--- config.mk ---
export PLATFORM = sky130hd
export DESIGN_NAME = core_sparing_mode_selector_top
export DESIGN_NICKNAME = d
export VERILOG_FILES = /design/src/hdl/csms_pkg.sv /design/src/hdl/csms_ram.sv /design/src/hdl/csms_eval.sv /design/src/hdl/csms_mode.sv /design/src/hdl/core_sparing_mode_selector_top.sv
export SDC_FILE = /design/constraint.sdc
export NUM_CORES = 1
export LEC_CHECK = 0
export BUFFER_PORTS_ARGS = -buffer_cell sky130_fd_sc_hd__buf_4
export CELL_PAD_IN_SITES_DETAIL_PLACEMENT = 1
export CELL_PAD_IN_SITES_GLOBAL_PLACEMENT = 1
export CORE_ASPECT_RATIO = 0.7
export CORE_MARGIN = 2
export CORE_UTILIZATION = 55
export DETAILED_ROUTE_END_ITERATION = 10
export HOLD_SLACK_MARGIN = 0.05
export MAX_ROUTING_LAYER = met4
export PLACE_DENSITY = 0.95
export SLEW_MARGIN = 30
export SYNTH_ARGS = -nofsm -noshare
export SYNTH_HDL_FRONTEND = slang
export SYNTH_SLANG_ARGS = --single-unit
--- constraint.sdc ---
create_clock -name clk_i -period 11.4 [get_ports clk_i]
set_input_delay 0 -clock clk_i [delete_from_list [all_inputs] [get_ports clk_i]]
set_output_delay 0 -clock clk_i [all_outputs]
set_load 0.01 [all_outputs]
--- src/hdl/csms_pkg.sv ---
// ----------------------------------------------------------------------------
// csms_pkg: shared types and constants of the core sparing mode selector
// Sizes, packed sample layout, register indexes and the FSM state type.
// ----------------------------------------------------------------------------
package csms_pkg;

  localparam int NUM_CPUS    = 8;
  localparam int NUM_DOMAINS = 2;
  localparam int NUM_MODES   = 4;

  // Fixed field widths of the ports
  localparam int IDX_W    = 3;
  localparam int UTIL_W   = 11;
  localparam int RUN_W    = 8;
  localparam int RTHR_W   = 16;
  localparam int MODE_W   = 3;
  localparam int CFG_IX_W = 3;
  localparam int CFG_W    = 32;

  localparam int CPU_AW     = (NUM_CPUS > 1) ? $clog2(NUM_CPUS) : 1;
  localparam int CNT_W      = $clog2(NUM_CPUS + 1);
  localparam int UTIL_SUM_W = UTIL_W + CNT_W;
  localparam int RUN_SUM_W  = RUN_W + CNT_W;

  localparam int DOM_MASK_W = NUM_DOMAINS * NUM_CPUS;
  localparam int DOM_UTIL_W = NUM_DOMAINS * UTIL_W;
  localparam int DOM_RUN_W  = NUM_DOMAINS * RTHR_W;
  localparam int MODE_MASK_W = NUM_MODES * NUM_CPUS;

  localparam logic [MODE_W-1:0] NO_MODE = MODE_W'(4);

  typedef logic [NUM_CPUS-1:0] cpu_mask_t;

  typedef struct packed {
    logic [UTIL_W-1:0] util;
    logic [RUN_W-1:0]  run;
    logic              online;
  } sample_t;

  localparam int SAMPLE_W = $bits(sample_t);

  typedef struct packed {
    logic [DOM_MASK_W-1:0] cpu_masks;
    logic [DOM_UTIL_W-1:0] util_thr;
    logic [DOM_RUN_W-1:0]  run_thr;
  } dom_cfg_t;

  typedef struct packed {
    logic [MODE_MASK_W-1:0] cpu_masks;
    logic [NUM_MODES-1:0]   saving;
    logic [2:0]             count;
  } mode_cfg_t;

  typedef struct packed {
    logic      done;
    cpu_mask_t busy;
  } eval_res_t;

  typedef struct packed {
    logic [MODE_W-1:0] mode;
    cpu_mask_t         mask;
  } mode_pick_t;

  typedef enum logic [CFG_IX_W-1:0] {
    CFG_ENABLE      = 3'd0,
    CFG_DOM_MASKS   = 3'd1,
    CFG_DOM_UTIL    = 3'd2,
    CFG_DOM_RUN     = 3'd3,
    CFG_MODE_MASKS  = 3'd4,
    CFG_MODE_SAVING = 3'd5,
    CFG_MODE_COUNT  = 3'd6
  } cfg_idx_e;

  typedef enum logic [1:0] {
    ST_IDLE,
    ST_SWEEP,
    ST_PICK,
    ST_EMIT
  } state_e;

  function automatic logic [CNT_W-1:0] count_ones(cpu_mask_t v);
    logic [CNT_W-1:0] n;
    n = '0;
    for (int i = 0; i < NUM_CPUS; i++) begin
      n = n + CNT_W'(v[i]);
    end
    return n;
  endfunction

endpackage

--- src/hdl/csms_ram.sv ---
// ----------------------------------------------------------------------------
// csms_ram: generic single-port-write, single-port-read RAM
// One write and one registered read per cycle.
// ----------------------------------------------------------------------------
module csms_ram #(
  parameter int WIDTH  = 8,
  parameter int DEPTH  = 8,
  parameter int ADDR_W = (DEPTH > 1) ? $clog2(DEPTH) : 1
) (
  input  logic              clk_i,
  input  logic              we_i,
  input  logic [ADDR_W-1:0] waddr_i,
  input  logic [WIDTH-1:0]  wdata_i,
  input  logic [ADDR_W-1:0] raddr_i,
  output logic [WIDTH-1:0]  rdata_o
);

  logic [WIDTH-1:0] mem_q [DEPTH];
  logic [WIDTH-1:0] rdata_q;

  always_ff @(posedge clk_i) begin
    if (we_i) begin
      mem_q[waddr_i] <= wdata_i;
    end
    rdata_q <= mem_q[raddr_i];
  end

  assign rdata_o = rdata_q;

endmodule

--- src/hdl/csms_eval.sv ---
// ----------------------------------------------------------------------------
// csms_eval: domain evaluation sweep
// Walks the sample RAM once, sums utilization and run count of the online
// CPUs per domain and flags the CPUs of domains reaching either threshold.
// ----------------------------------------------------------------------------
module csms_eval
  import csms_pkg::*;
(
  input  logic              clk_i,
  input  logic              rst_ni,
  input  logic              start_i,
  input  dom_cfg_t          cfg_i,
  output logic [CPU_AW-1:0] rd_addr_o,
  input  sample_t           rd_data_i,
  output eval_res_t         res_o
);

  logic              run_q;
  logic              rd_vld_q;
  logic              last_q;
  logic              done_q;
  logic [CPU_AW-1:0] issue_q;
  logic [CPU_AW-1:0] rd_idx_q;

  logic [UTIL_SUM_W-1:0] util_sum_q [NUM_DOMAINS];
  logic [RUN_SUM_W-1:0]  run_sum_q  [NUM_DOMAINS];
  logic [CNT_W-1:0]      cnt_q      [NUM_DOMAINS];
  cpu_mask_t             online_q;
  cpu_mask_t             busy_q;
  cpu_mask_t             busy_d;

  wire issue_last = (issue_q == CPU_AW'(NUM_CPUS - 1));

  always_ff @(posedge clk_i or negedge rst_ni) begin
    if (!rst_ni) begin
      run_q    <= 1'b0;
      rd_vld_q <= 1'b0;
      last_q   <= 1'b0;
      done_q   <= 1'b0;
      issue_q  <= '0;
    end else begin
      rd_vld_q <= run_q;
      last_q   <= rd_vld_q && (rd_idx_q == CPU_AW'(NUM_CPUS - 1));
      done_q   <= last_q;
      if (start_i) begin
        run_q   <= 1'b1;
        issue_q <= '0;
      end else if (run_q) begin
        issue_q <= issue_q + CPU_AW'(1);
        if (issue_last) begin
          run_q <= 1'b0;
        end
      end
    end
  end

  // Accumulate one CPU per cycle, if online, into each domain it belongs to
  always_ff @(posedge clk_i) begin
    rd_idx_q <= issue_q;
    if (start_i) begin
      for (int d = 0; d < NUM_DOMAINS; d++) begin
        util_sum_q[d] <= '0;
        run_sum_q[d]  <= '0;
        cnt_q[d]      <= '0;
      end
    end else if (rd_vld_q) begin
      online_q[rd_idx_q] <= rd_data_i.online;
      for (int d = 0; d < NUM_DOMAINS; d++) begin
        if (cfg_i.cpu_masks[d*NUM_CPUS + int'(rd_idx_q)] && rd_data_i.online) begin
          util_sum_q[d] <= util_sum_q[d] + UTIL_SUM_W'(rd_data_i.util);
          run_sum_q[d]  <= run_sum_q[d] + RUN_SUM_W'(rd_data_i.run);
          cnt_q[d]      <= cnt_q[d] + CNT_W'(1);
        end
      end
    end
    if (last_q) begin
      busy_q <= busy_d;
    end
  end

  // floor(sum / n) >= thr is the same as sum >= thr * n
  always_comb begin
    logic [UTIL_SUM_W-1:0] util_lim;
    logic [RTHR_W-1:0]     run_thr;
    cpu_mask_t             cpus;
    busy_d = '0;
    for (int d = 0; d < NUM_DOMAINS; d++) begin
      util_lim = UTIL_SUM_W'(cfg_i.util_thr[d*UTIL_W +: UTIL_W]) * UTIL_SUM_W'(cnt_q[d]);
      run_thr  = cfg_i.run_thr[d*RTHR_W +: RTHR_W];
      cpus     = cfg_i.cpu_masks[d*NUM_CPUS +: NUM_CPUS] & online_q;
      if ((cnt_q[d] != '0) &&
          ((util_sum_q[d] >= util_lim) || (RTHR_W'(run_sum_q[d]) >= run_thr))) begin
        busy_d = busy_d | cpus;
      end
    end
  end

  assign rd_addr_o  = issue_q;
  assign res_o.done = done_q;
  assign res_o.busy = busy_q;

endmodule

--- src/hdl/csms_mode.sv ---
// ----------------------------------------------------------------------------
// csms_mode: mode picker
// Takes the highest mode in use that is not a saving mode too small for the
// busy CPUs; falls back to mode 0.
// ----------------------------------------------------------------------------
module csms_mode
  import csms_pkg::*;
(
  input  mode_cfg_t  cfg_i,
  input  cpu_mask_t  busy_i,
  output mode_pick_t pick_o
);

  logic [CNT_W-1:0] busy_n;

  assign busy_n = count_ones(busy_i);

  always_comb begin
    cpu_mask_t m_mask;
    logic      in_use;
    logic      skip;
    pick_o.mode = '0;
    pick_o.mask = cfg_i.cpu_masks[NUM_CPUS-1:0];
    // ascending walk: the last hit is the highest usable mode
    for (int m = 0; m < NUM_MODES; m++) begin
      m_mask = cfg_i.cpu_masks[m*NUM_CPUS +: NUM_CPUS];
      in_use = (m == 0) || (3'(m) < cfg_i.count);
      skip   = cfg_i.saving[m] && (count_ones(m_mask) <= busy_n);
      if (in_use && !skip) begin
        pick_o.mode = MODE_W'(m);
        pick_o.mask = m_mask;
      end
    end
  end

endmodule

--- src/hdl/core_sparing_mode_selector_top.sv ---
// ----------------------------------------------------------------------------
// core_sparing_mode_selector_top: per-CPU load table and sparing mode choice
// Stores per-CPU samples in a RAM and, on the last sample of a round,
// judges each domain busy or not and picks the CPU mode that results.
// ----------------------------------------------------------------------------
// Usage:
//   Input channel (in_valid_i / in_stall_o) carries one CPU sample per item.
//   A sample without last_sample is written into the sample RAM and
//   produces no result.
//   A sample with last_sample produces one result item on the output
//   channel (out_valid_o / out_stall_i). With the governor enabled the
//   evaluation sweeps the sample RAM one CPU per cycle over its single read
//   port, and when the busy mask changed a mode is chosen before the result
//   is loaded into the output register. With the governor off the result
//   is loaded without an evaluation.
//   Input is stalled during an evaluation. The result sits in an output
//   register; plain samples are still taken while it waits, and a further
//   last sample waits only at its final step until the register is free.
//   Configuration is written through cfg_we_i / cfg_index_i / cfg_wdata_i
//   while the block is idle. Toggling enable selects mode 0 at once.
//   Reset marks every table entry unwritten (read as zero, CPU offline),
//   clears the busy mask, and sets the allowed mask to all ones, no mode.
// ----------------------------------------------------------------------------
module core_sparing_mode_selector_top
  import csms_pkg::*;
(
  input  logic                clk_i,
  input  logic                rst_ni,
  // input channel
  input  logic                in_valid_i,
  output logic                in_stall_o,
  input  logic [IDX_W-1:0]    cpu_index_i,
  input  logic [UTIL_W-1:0]   cpu_util_i,
  input  logic [RUN_W-1:0]    run_count_i,
  input  logic                online_i,
  input  logic                last_sample_i,
  // output channel
  output logic                out_valid_o,
  input  logic                out_stall_i,
  output logic [NUM_CPUS-1:0] allowed_mask_o,
  output logic [NUM_CPUS-1:0] sparing_mask_o,
  output logic [NUM_CPUS-1:0] busy_mask_o,
  output logic [MODE_W-1:0]   mode_index_o,
  output logic                status_changed_o,
  output logic                mode_changed_o,
  // configuration
  input  logic                cfg_we_i,
  input  logic [CFG_IX_W-1:0] cfg_index_i,
  input  logic [CFG_W-1:0]    cfg_wdata_i
);

  // --------------------------------------------------------------------------
  // Configuration registers
  // --------------------------------------------------------------------------
  logic      enable_q;
  dom_cfg_t  dom_cfg_q;
  mode_cfg_t mode_cfg_q;

  always_ff @(posedge clk_i or negedge rst_ni) begin
    if (!rst_ni) begin
      enable_q             <= 1'b1;
      dom_cfg_q.cpu_masks  <= '0;
      dom_cfg_q.util_thr   <= '1;
      dom_cfg_q.run_thr    <= '1;
      mode_cfg_q.cpu_masks <= '1;
      mode_cfg_q.saving    <= '0;
      mode_cfg_q.count     <= 3'd1;
    end else if (cfg_we_i) begin
      unique case (cfg_idx_e'(cfg_index_i))
        CFG_ENABLE:      enable_q             <= cfg_wdata_i[0];
        CFG_DOM_MASKS:   dom_cfg_q.cpu_masks  <= cfg_wdata_i[DOM_MASK_W-1:0];
        CFG_DOM_UTIL:    dom_cfg_q.util_thr   <= cfg_wdata_i[DOM_UTIL_W-1:0];
        CFG_DOM_RUN:     dom_cfg_q.run_thr    <= cfg_wdata_i[DOM_RUN_W-1:0];
        CFG_MODE_MASKS:  mode_cfg_q.cpu_masks <= cfg_wdata_i[MODE_MASK_W-1:0];
        CFG_MODE_SAVING: mode_cfg_q.saving    <= cfg_wdata_i[NUM_MODES-1:0];
        CFG_MODE_COUNT:  mode_cfg_q.count     <= cfg_wdata_i[2:0];
        default: ;
      endcase
    end
  end

  wire enable_flip = cfg_we_i && (cfg_index_i == CFG_ENABLE) && (cfg_wdata_i[0] != enable_q);

  // --------------------------------------------------------------------------
  // Sample RAM, evaluation sweep and mode picker
  // --------------------------------------------------------------------------
  state_e      state_q, state_d;
  logic        in_accept;
  logic        ram_we;
  logic        eval_start;
  logic [CPU_AW-1:0] rd_addr;
  logic [CPU_AW-1:0] rd_addr_q;
  cpu_mask_t   written_q;
  sample_t     wr_sample;
  sample_t     rd_sample_raw;
  sample_t     rd_sample;
  eval_res_t   eval_res;
  mode_pick_t  pick;

  assign in_stall_o = (state_q != ST_IDLE);
  assign in_accept  = in_valid_i && !in_stall_o;
  // drop samples for CPUs beyond the table
  assign ram_we     = in_accept && (int'(cpu_index_i) < NUM_CPUS);

  assign wr_sample.util   = cpu_util_i;
  assign wr_sample.run    = run_count_i;
  assign wr_sample.online = online_i;

  csms_ram #(
    .WIDTH (SAMPLE_W),
    .DEPTH (NUM_CPUS),
    .ADDR_W(CPU_AW)
  ) u_ram (
    .clk_i  (clk_i),
    .we_i   (ram_we),
    .waddr_i(cpu_index_i[CPU_AW-1:0]),
    .wdata_i(wr_sample),
    .raddr_i(rd_addr),
    .rdata_o(rd_sample_raw)
  );

  // Track written entries so an unwritten one reads as an idle, offline CPU
  always_ff @(posedge clk_i or negedge rst_ni) begin
    if (!rst_ni) begin
      written_q <= '0;
      rd_addr_q <= '0;
    end else begin
      rd_addr_q <= rd_addr;
      if (ram_we) begin
        written_q[cpu_index_i[CPU_AW-1:0]] <= 1'b1;
      end
    end
  end

  assign rd_sample = written_q[rd_addr_q] ? rd_sample_raw : '0;

  csms_eval u_eval (
    .clk_i    (clk_i),
    .rst_ni   (rst_ni),
    .start_i  (eval_start),
    .cfg_i    (dom_cfg_q),
    .rd_addr_o(rd_addr),
    .rd_data_i(rd_sample),
    .res_o    (eval_res)
  );

  // --------------------------------------------------------------------------
  // Governor state and sequencer
  // --------------------------------------------------------------------------
  cpu_mask_t         busy_q, busy_d;
  cpu_mask_t         allowed_q, allowed_d;
  logic [MODE_W-1:0] cur_mode_q, cur_mode_d;
  logic              stat_chg_q, stat_chg_d;
  logic              mode_chg_q, mode_chg_d;
  logic              out_load;
  logic              out_valid_q;

  csms_mode u_mode (
    .cfg_i (mode_cfg_q),
    .busy_i(busy_q),
    .pick_o(pick)
  );

  always_comb begin
    state_d    = state_q;
    busy_d     = busy_q;
    allowed_d  = allowed_q;
    cur_mode_d = cur_mode_q;
    stat_chg_d = stat_chg_q;
    mode_chg_d = mode_chg_q;
    eval_start = 1'b0;
    out_load   = 1'b0;
    unique case (state_q)
      ST_IDLE: begin
        if (in_accept && last_sample_i) begin
          stat_chg_d = 1'b0;
          mode_chg_d = 1'b0;
          if (enable_q) begin
            eval_start = 1'b1;
            state_d    = ST_SWEEP;
          end else begin
            state_d = ST_EMIT;
          end
        end
      end
      ST_SWEEP: begin
        if (eval_res.done) begin
          if (eval_res.busy != busy_q) begin
            busy_d     = eval_res.busy;
            stat_chg_d = 1'b1;
            state_d    = ST_PICK;
          end else begin
            state_d = ST_EMIT;
          end
        end
      end
      ST_PICK: begin
        // busy_q now holds the new mask; adopt the picked mode if it moved
        if (pick.mode != cur_mode_q) begin
          cur_mode_d = pick.mode;
          allowed_d  = pick.mask;
          mode_chg_d = 1'b1;
        end
        state_d = ST_EMIT;
      end
      ST_EMIT: begin
        // hold until the output register is free
        if (!out_valid_q || !out_stall_i) begin
          out_load = 1'b1;
          state_d  = ST_IDLE;
        end
      end
      default: state_d = ST_IDLE;
    endcase
    // enable toggle forces mode 0; toggle only while idle, which the block does not enforce
    if (enable_flip) begin
      cur_mode_d = '0;
      allowed_d  = mode_cfg_q.cpu_masks[NUM_CPUS-1:0];
    end
  end

  always_ff @(posedge clk_i or negedge rst_ni) begin
    if (!rst_ni) begin
      state_q    <= ST_IDLE;
      busy_q     <= '0;
      allowed_q  <= '1;
      cur_mode_q <= NO_MODE;
      stat_chg_q <= 1'b0;
      mode_chg_q <= 1'b0;
    end else begin
      state_q    <= state_d;
      busy_q     <= busy_d;
      allowed_q  <= allowed_d;
      cur_mode_q <= cur_mode_d;
      stat_chg_q <= stat_chg_d;
      mode_chg_q <= mode_chg_d;
    end
  end

  // --------------------------------------------------------------------------
  // Output register
  // --------------------------------------------------------------------------
  always_ff @(posedge clk_i or negedge rst_ni) begin
    if (!rst_ni) begin
      out_valid_q <= 1'b0;
    end else if (out_load) begin
      out_valid_q <= 1'b1;
    end else if (!out_stall_i) begin
      out_valid_q <= 1'b0;
    end
  end

  always_ff @(posedge clk_i) begin
    if (out_load) begin
      allowed_mask_o   <= allowed_q;
      sparing_mask_o   <= enable_q ? ~allowed_q : '0;
      busy_mask_o      <= busy_q;
      mode_index_o     <= cur_mode_q;
      status_changed_o <= stat_chg_q;
      mode_changed_o   <= mode_chg_q;
    end
  end

  assign out_valid_o = out_valid_q;

endmodule

==> summary.txt <==
Outcome
  – Status: finished clean

Yosys
  – Post-Synth XOR/XNOR Area: 0.0227
  – Post-Synth Adder-Cell Area: 0.135
  – Simple-gate share of the synthesized area: 0.103
  – Synth warnings: 0
  – Post-synth top cells: 267 x edfxtp_1, 164 x ha_1, 157 x inv_1, 123 x mux2_2, 115 x nand2_1
  – Dominant cells by area after synthesis: edfxtp_1 34%, dfstp_2 11%, ha_1 8.7%
  – Combinational family with the most area after synthesis: adder cells
  – Post-Synthesis Net Count: 2131
  – Cells after Synth: 1847
  – Yosys reg bits: 441
  – Synth Flop Type: edfxtp_1
  – Post-synth top area share: 0.341
  – Top-count cell post-synth: edfxtp_1
  – Multiplexer share of the synthesized area: 0.106
  – Yosys cell types: 64
  – Area leader, netlist: edfxtp_1
  – Post-Syn Area per Cell: 12.7 µm²
  – Ys async rst share: 0.342
  – Cell Area, Synth: 0.0235 mm²
  – Post-synthesis sequential area ratio: 0.527
  – Post-synth EDFFs: 267
  – Complex-gate fraction of the synthesized area: 0.0720

Floorplanning
  – Die height: 177 µm
  – I/O pin count: 95
  – Row count: 63
  – Initial Util: 0.556
  – Die ar.: 0.0444 mm²
  – Core area: 0.0423 mm²
  – Die width: 251 µm

Critical path
  – R2R Path Start: u_eval.cnt_q[0][5]
  – CP arrival: 6960 ps
  – Crit end category: register
  – CP Max Fanout: 14
  – Crit Path Class: reg2reg
  – CP endpoint: u_eval.busy_q[4]
  – R2R cell count: 20
  – R2r setup slk: 4740 ps
  – Worst setup SP type: register
  – Critical R2R Capture: u_eval.busy_q[4]
  – Crit. Startpoint: u_eval.cnt_q[0][5]
  – Critical path data required time: 11690 ps

CTS
  – Worst-path clk slew: 90 ps
  – Clock Root Buffer: clkbuf_16
  – Largest buffer count on any clock path: 3
  – CTS HTree Levels: 2
  – Clock Sinks: 441
  – Clk Latency, worst-skew pair: 610 ps
  – Post-CTS sizing: 0
  – TritonCTS buffer count: 43
  – CTS tree: done

Detailed routing
  – 1st-iter DRT viols: 1915
  – Final ANT Viol Nets: 0
  – Routed wire length per instance: 31.2 µm
  – Via count: 17300
  – # DRC: 0
  – Drt pass-1 iters: 8
  – Drt total wl: 81.5 mm
  – Vias per cell: 6.62

Final layout
  – NumNets Final: 2308
  – Multi-input logic area: 0.0104 mm²
  – Share of cells above drive strength 1: 0.234
  – Area Overhead vs Synth: 15.2%
  – Filler cells: 4054
  – Seq. cell area: 0.0124 mm²

Global route
  – First-pass GRT wire length: 122 mm
  – GRT Util Overall: 0.384
  – Largest net degree at the start of global routing: 101
  – Total grt overflow: 0
  – Initial antenna violation count: 1
  – Vias in the first global route: 19000

Timing
  – Final Max Slew Viols: 0
  – Worst Clk Skew: 57.6 ps
  – Final Setup Violations: 0
  – Slew margin rel.: 0.356
  – Fin crit share: 0.584
  – Final hold violation count: 0
  – Worst slew pin tran: 963 ps
  – RSZ-0062 raised after global routing: no
  – Setup tns final: 0 ps
  – Final WS setup: 4740 ps
  – Fin crit period: 6660 ps
  – Hold Slack: 90.7 ps
  – FMAX: 150 MHz

Power and ir drop
  – Power density over the cells: 304 mW/mm²
  – Overall power: 8.23 mW
  – Max IR drop VDD: 184 µV
  – Pleak: 10.9 nW

Place
  – GPL Wtd Cong: 0.892
  – I/O Buffers: 94
  – Final HPWL DP: 47.0 mm
  – Pre-CTS setup slack: 4900 ps

Flow run
  – Max cap viols: 0

Hold path
  – HP Class: in2async
## sequential cells by signal (all words and copies together) (netlist names), 20 cells and up
| signal | count |
|---|---|
| u_ram.rdata_o | 20 |
| u_ram.mem_q | 160 |
| u_eval.util_sum_q | 30 |
| u_eval.run_sum_q | 24 |
| mode_cfg_q | 38 |
| dom_cfg_q | 70 |
## logic make-up (layout without fill, tap and decap cells)
logic type	count (synthesis)	count (layout)
simple gates	481	481
flops	441	441
mux	177	177
buf+inv	207	419
compound gates	260	260
other cells	0	1
xor+xnor	61	61
fa+ha+maj	220	220
## cells in the final DEF, fill, tap and decap left out, types with 12 or more instances in the layout
master         count
buf_4            117
dfxtp_1           23
fa_1              56
xor2_1            31
a21oi_1           39
and2_1            70
nor2b_1           46
or2_2             12
mux4_2            46
a211oi_1          18
clkbuf_16         45
mux2_2           123
o21ai_0           76
nor2_1           111
nand2b_1          24
nand2_1          115
dlygate4sd3_1     64
dfrtp_1           53
inv_1            157
a21o_1            26
dfstp_2           97
xnor2_1           30
nand3_1           20
or3_1             15
ha_1             164
nor3_1            24
edfxtp_1         267
o21a_1            19
## metrics by stage
stage / util / cells / instance area [µm²]
final: 0.640 / 2612 / 27100
after global routing: 0.640 / 2612 / 27100
after CTS: 0.640 / 2611 / 27000
after detailed placement: 0.590 / 2467 / 24900
after global placement: 0.590 / 2467 / 24900
after floorplan: - / 1847 / 23500
## worst max-delay path, cell delays in order, from the launching register on
cell	delay, ps
edfxtp_1	580
and2_1	240
fa_1	530
inv_1	50
fa_1	570
inv_1	70
ha_1	290
a21o_1	180
a21oi_1	210
o21ai_0	140
a2111oi_0	720
or3_1	230
xnor2_1	140
ha_1	280
o21ai_0	160
nor2_1	60
or3_1	350
a221oi_1	300
o31ai_1	220
a22oi_1	790
o22ai_1	260
## layer usage
metal	part of all wire	global-route usage	up-vias
met2	0.49	0.621	1104
li1	-	-	6981
met5	0	-	-
met4	0.068	0.231	0
met3	0.080	0.0785	439
met1	0.37	0.449	8755
## power breakdown
part | switching [mW] | total (mW) | internal [mW]
combinational | 2.55 | 4.22 | 1.68
sequential | 0.308 | 2.43 | 2.12
clock | 0.709 | 1.58 | 0.873
## cell type report
type                    instances  area share
flip-flops and latches        441       0.458
multi-input cells            1199       0.383
repair buffers                182      0.0567
clock buffers                  62      0.0469
well taps                     552      0.0255
inverters                     157      0.0218
clock inverters                18     0.00791
diodes                          1   0.0000925
## repair_timing
item,in CTS,in global routing
buffers inserted,0,0
hold buffers,64,0
endpoints found under the hold margin,345,0
## worst min-delay path by stage
stage	start	endpoint	slack [ps]	depth (start not counted)
5_1_grt	rst_ni	cur_mode_q[0]	150	2
3_5_place_dp	rst_ni	cur_mode_q[0]	190	1
2_1_floorplan	rst_ni	busy_q[0]	-300	0
4_1_cts	rst_ni	cur_mode_q[0]	160	2
3_3_place_gp	rst_ni	cur_mode_q[0]	150	1
6_report	rst_ni	cur_mode_q[1]	90	2
Power figures use the tool's default switching activity.
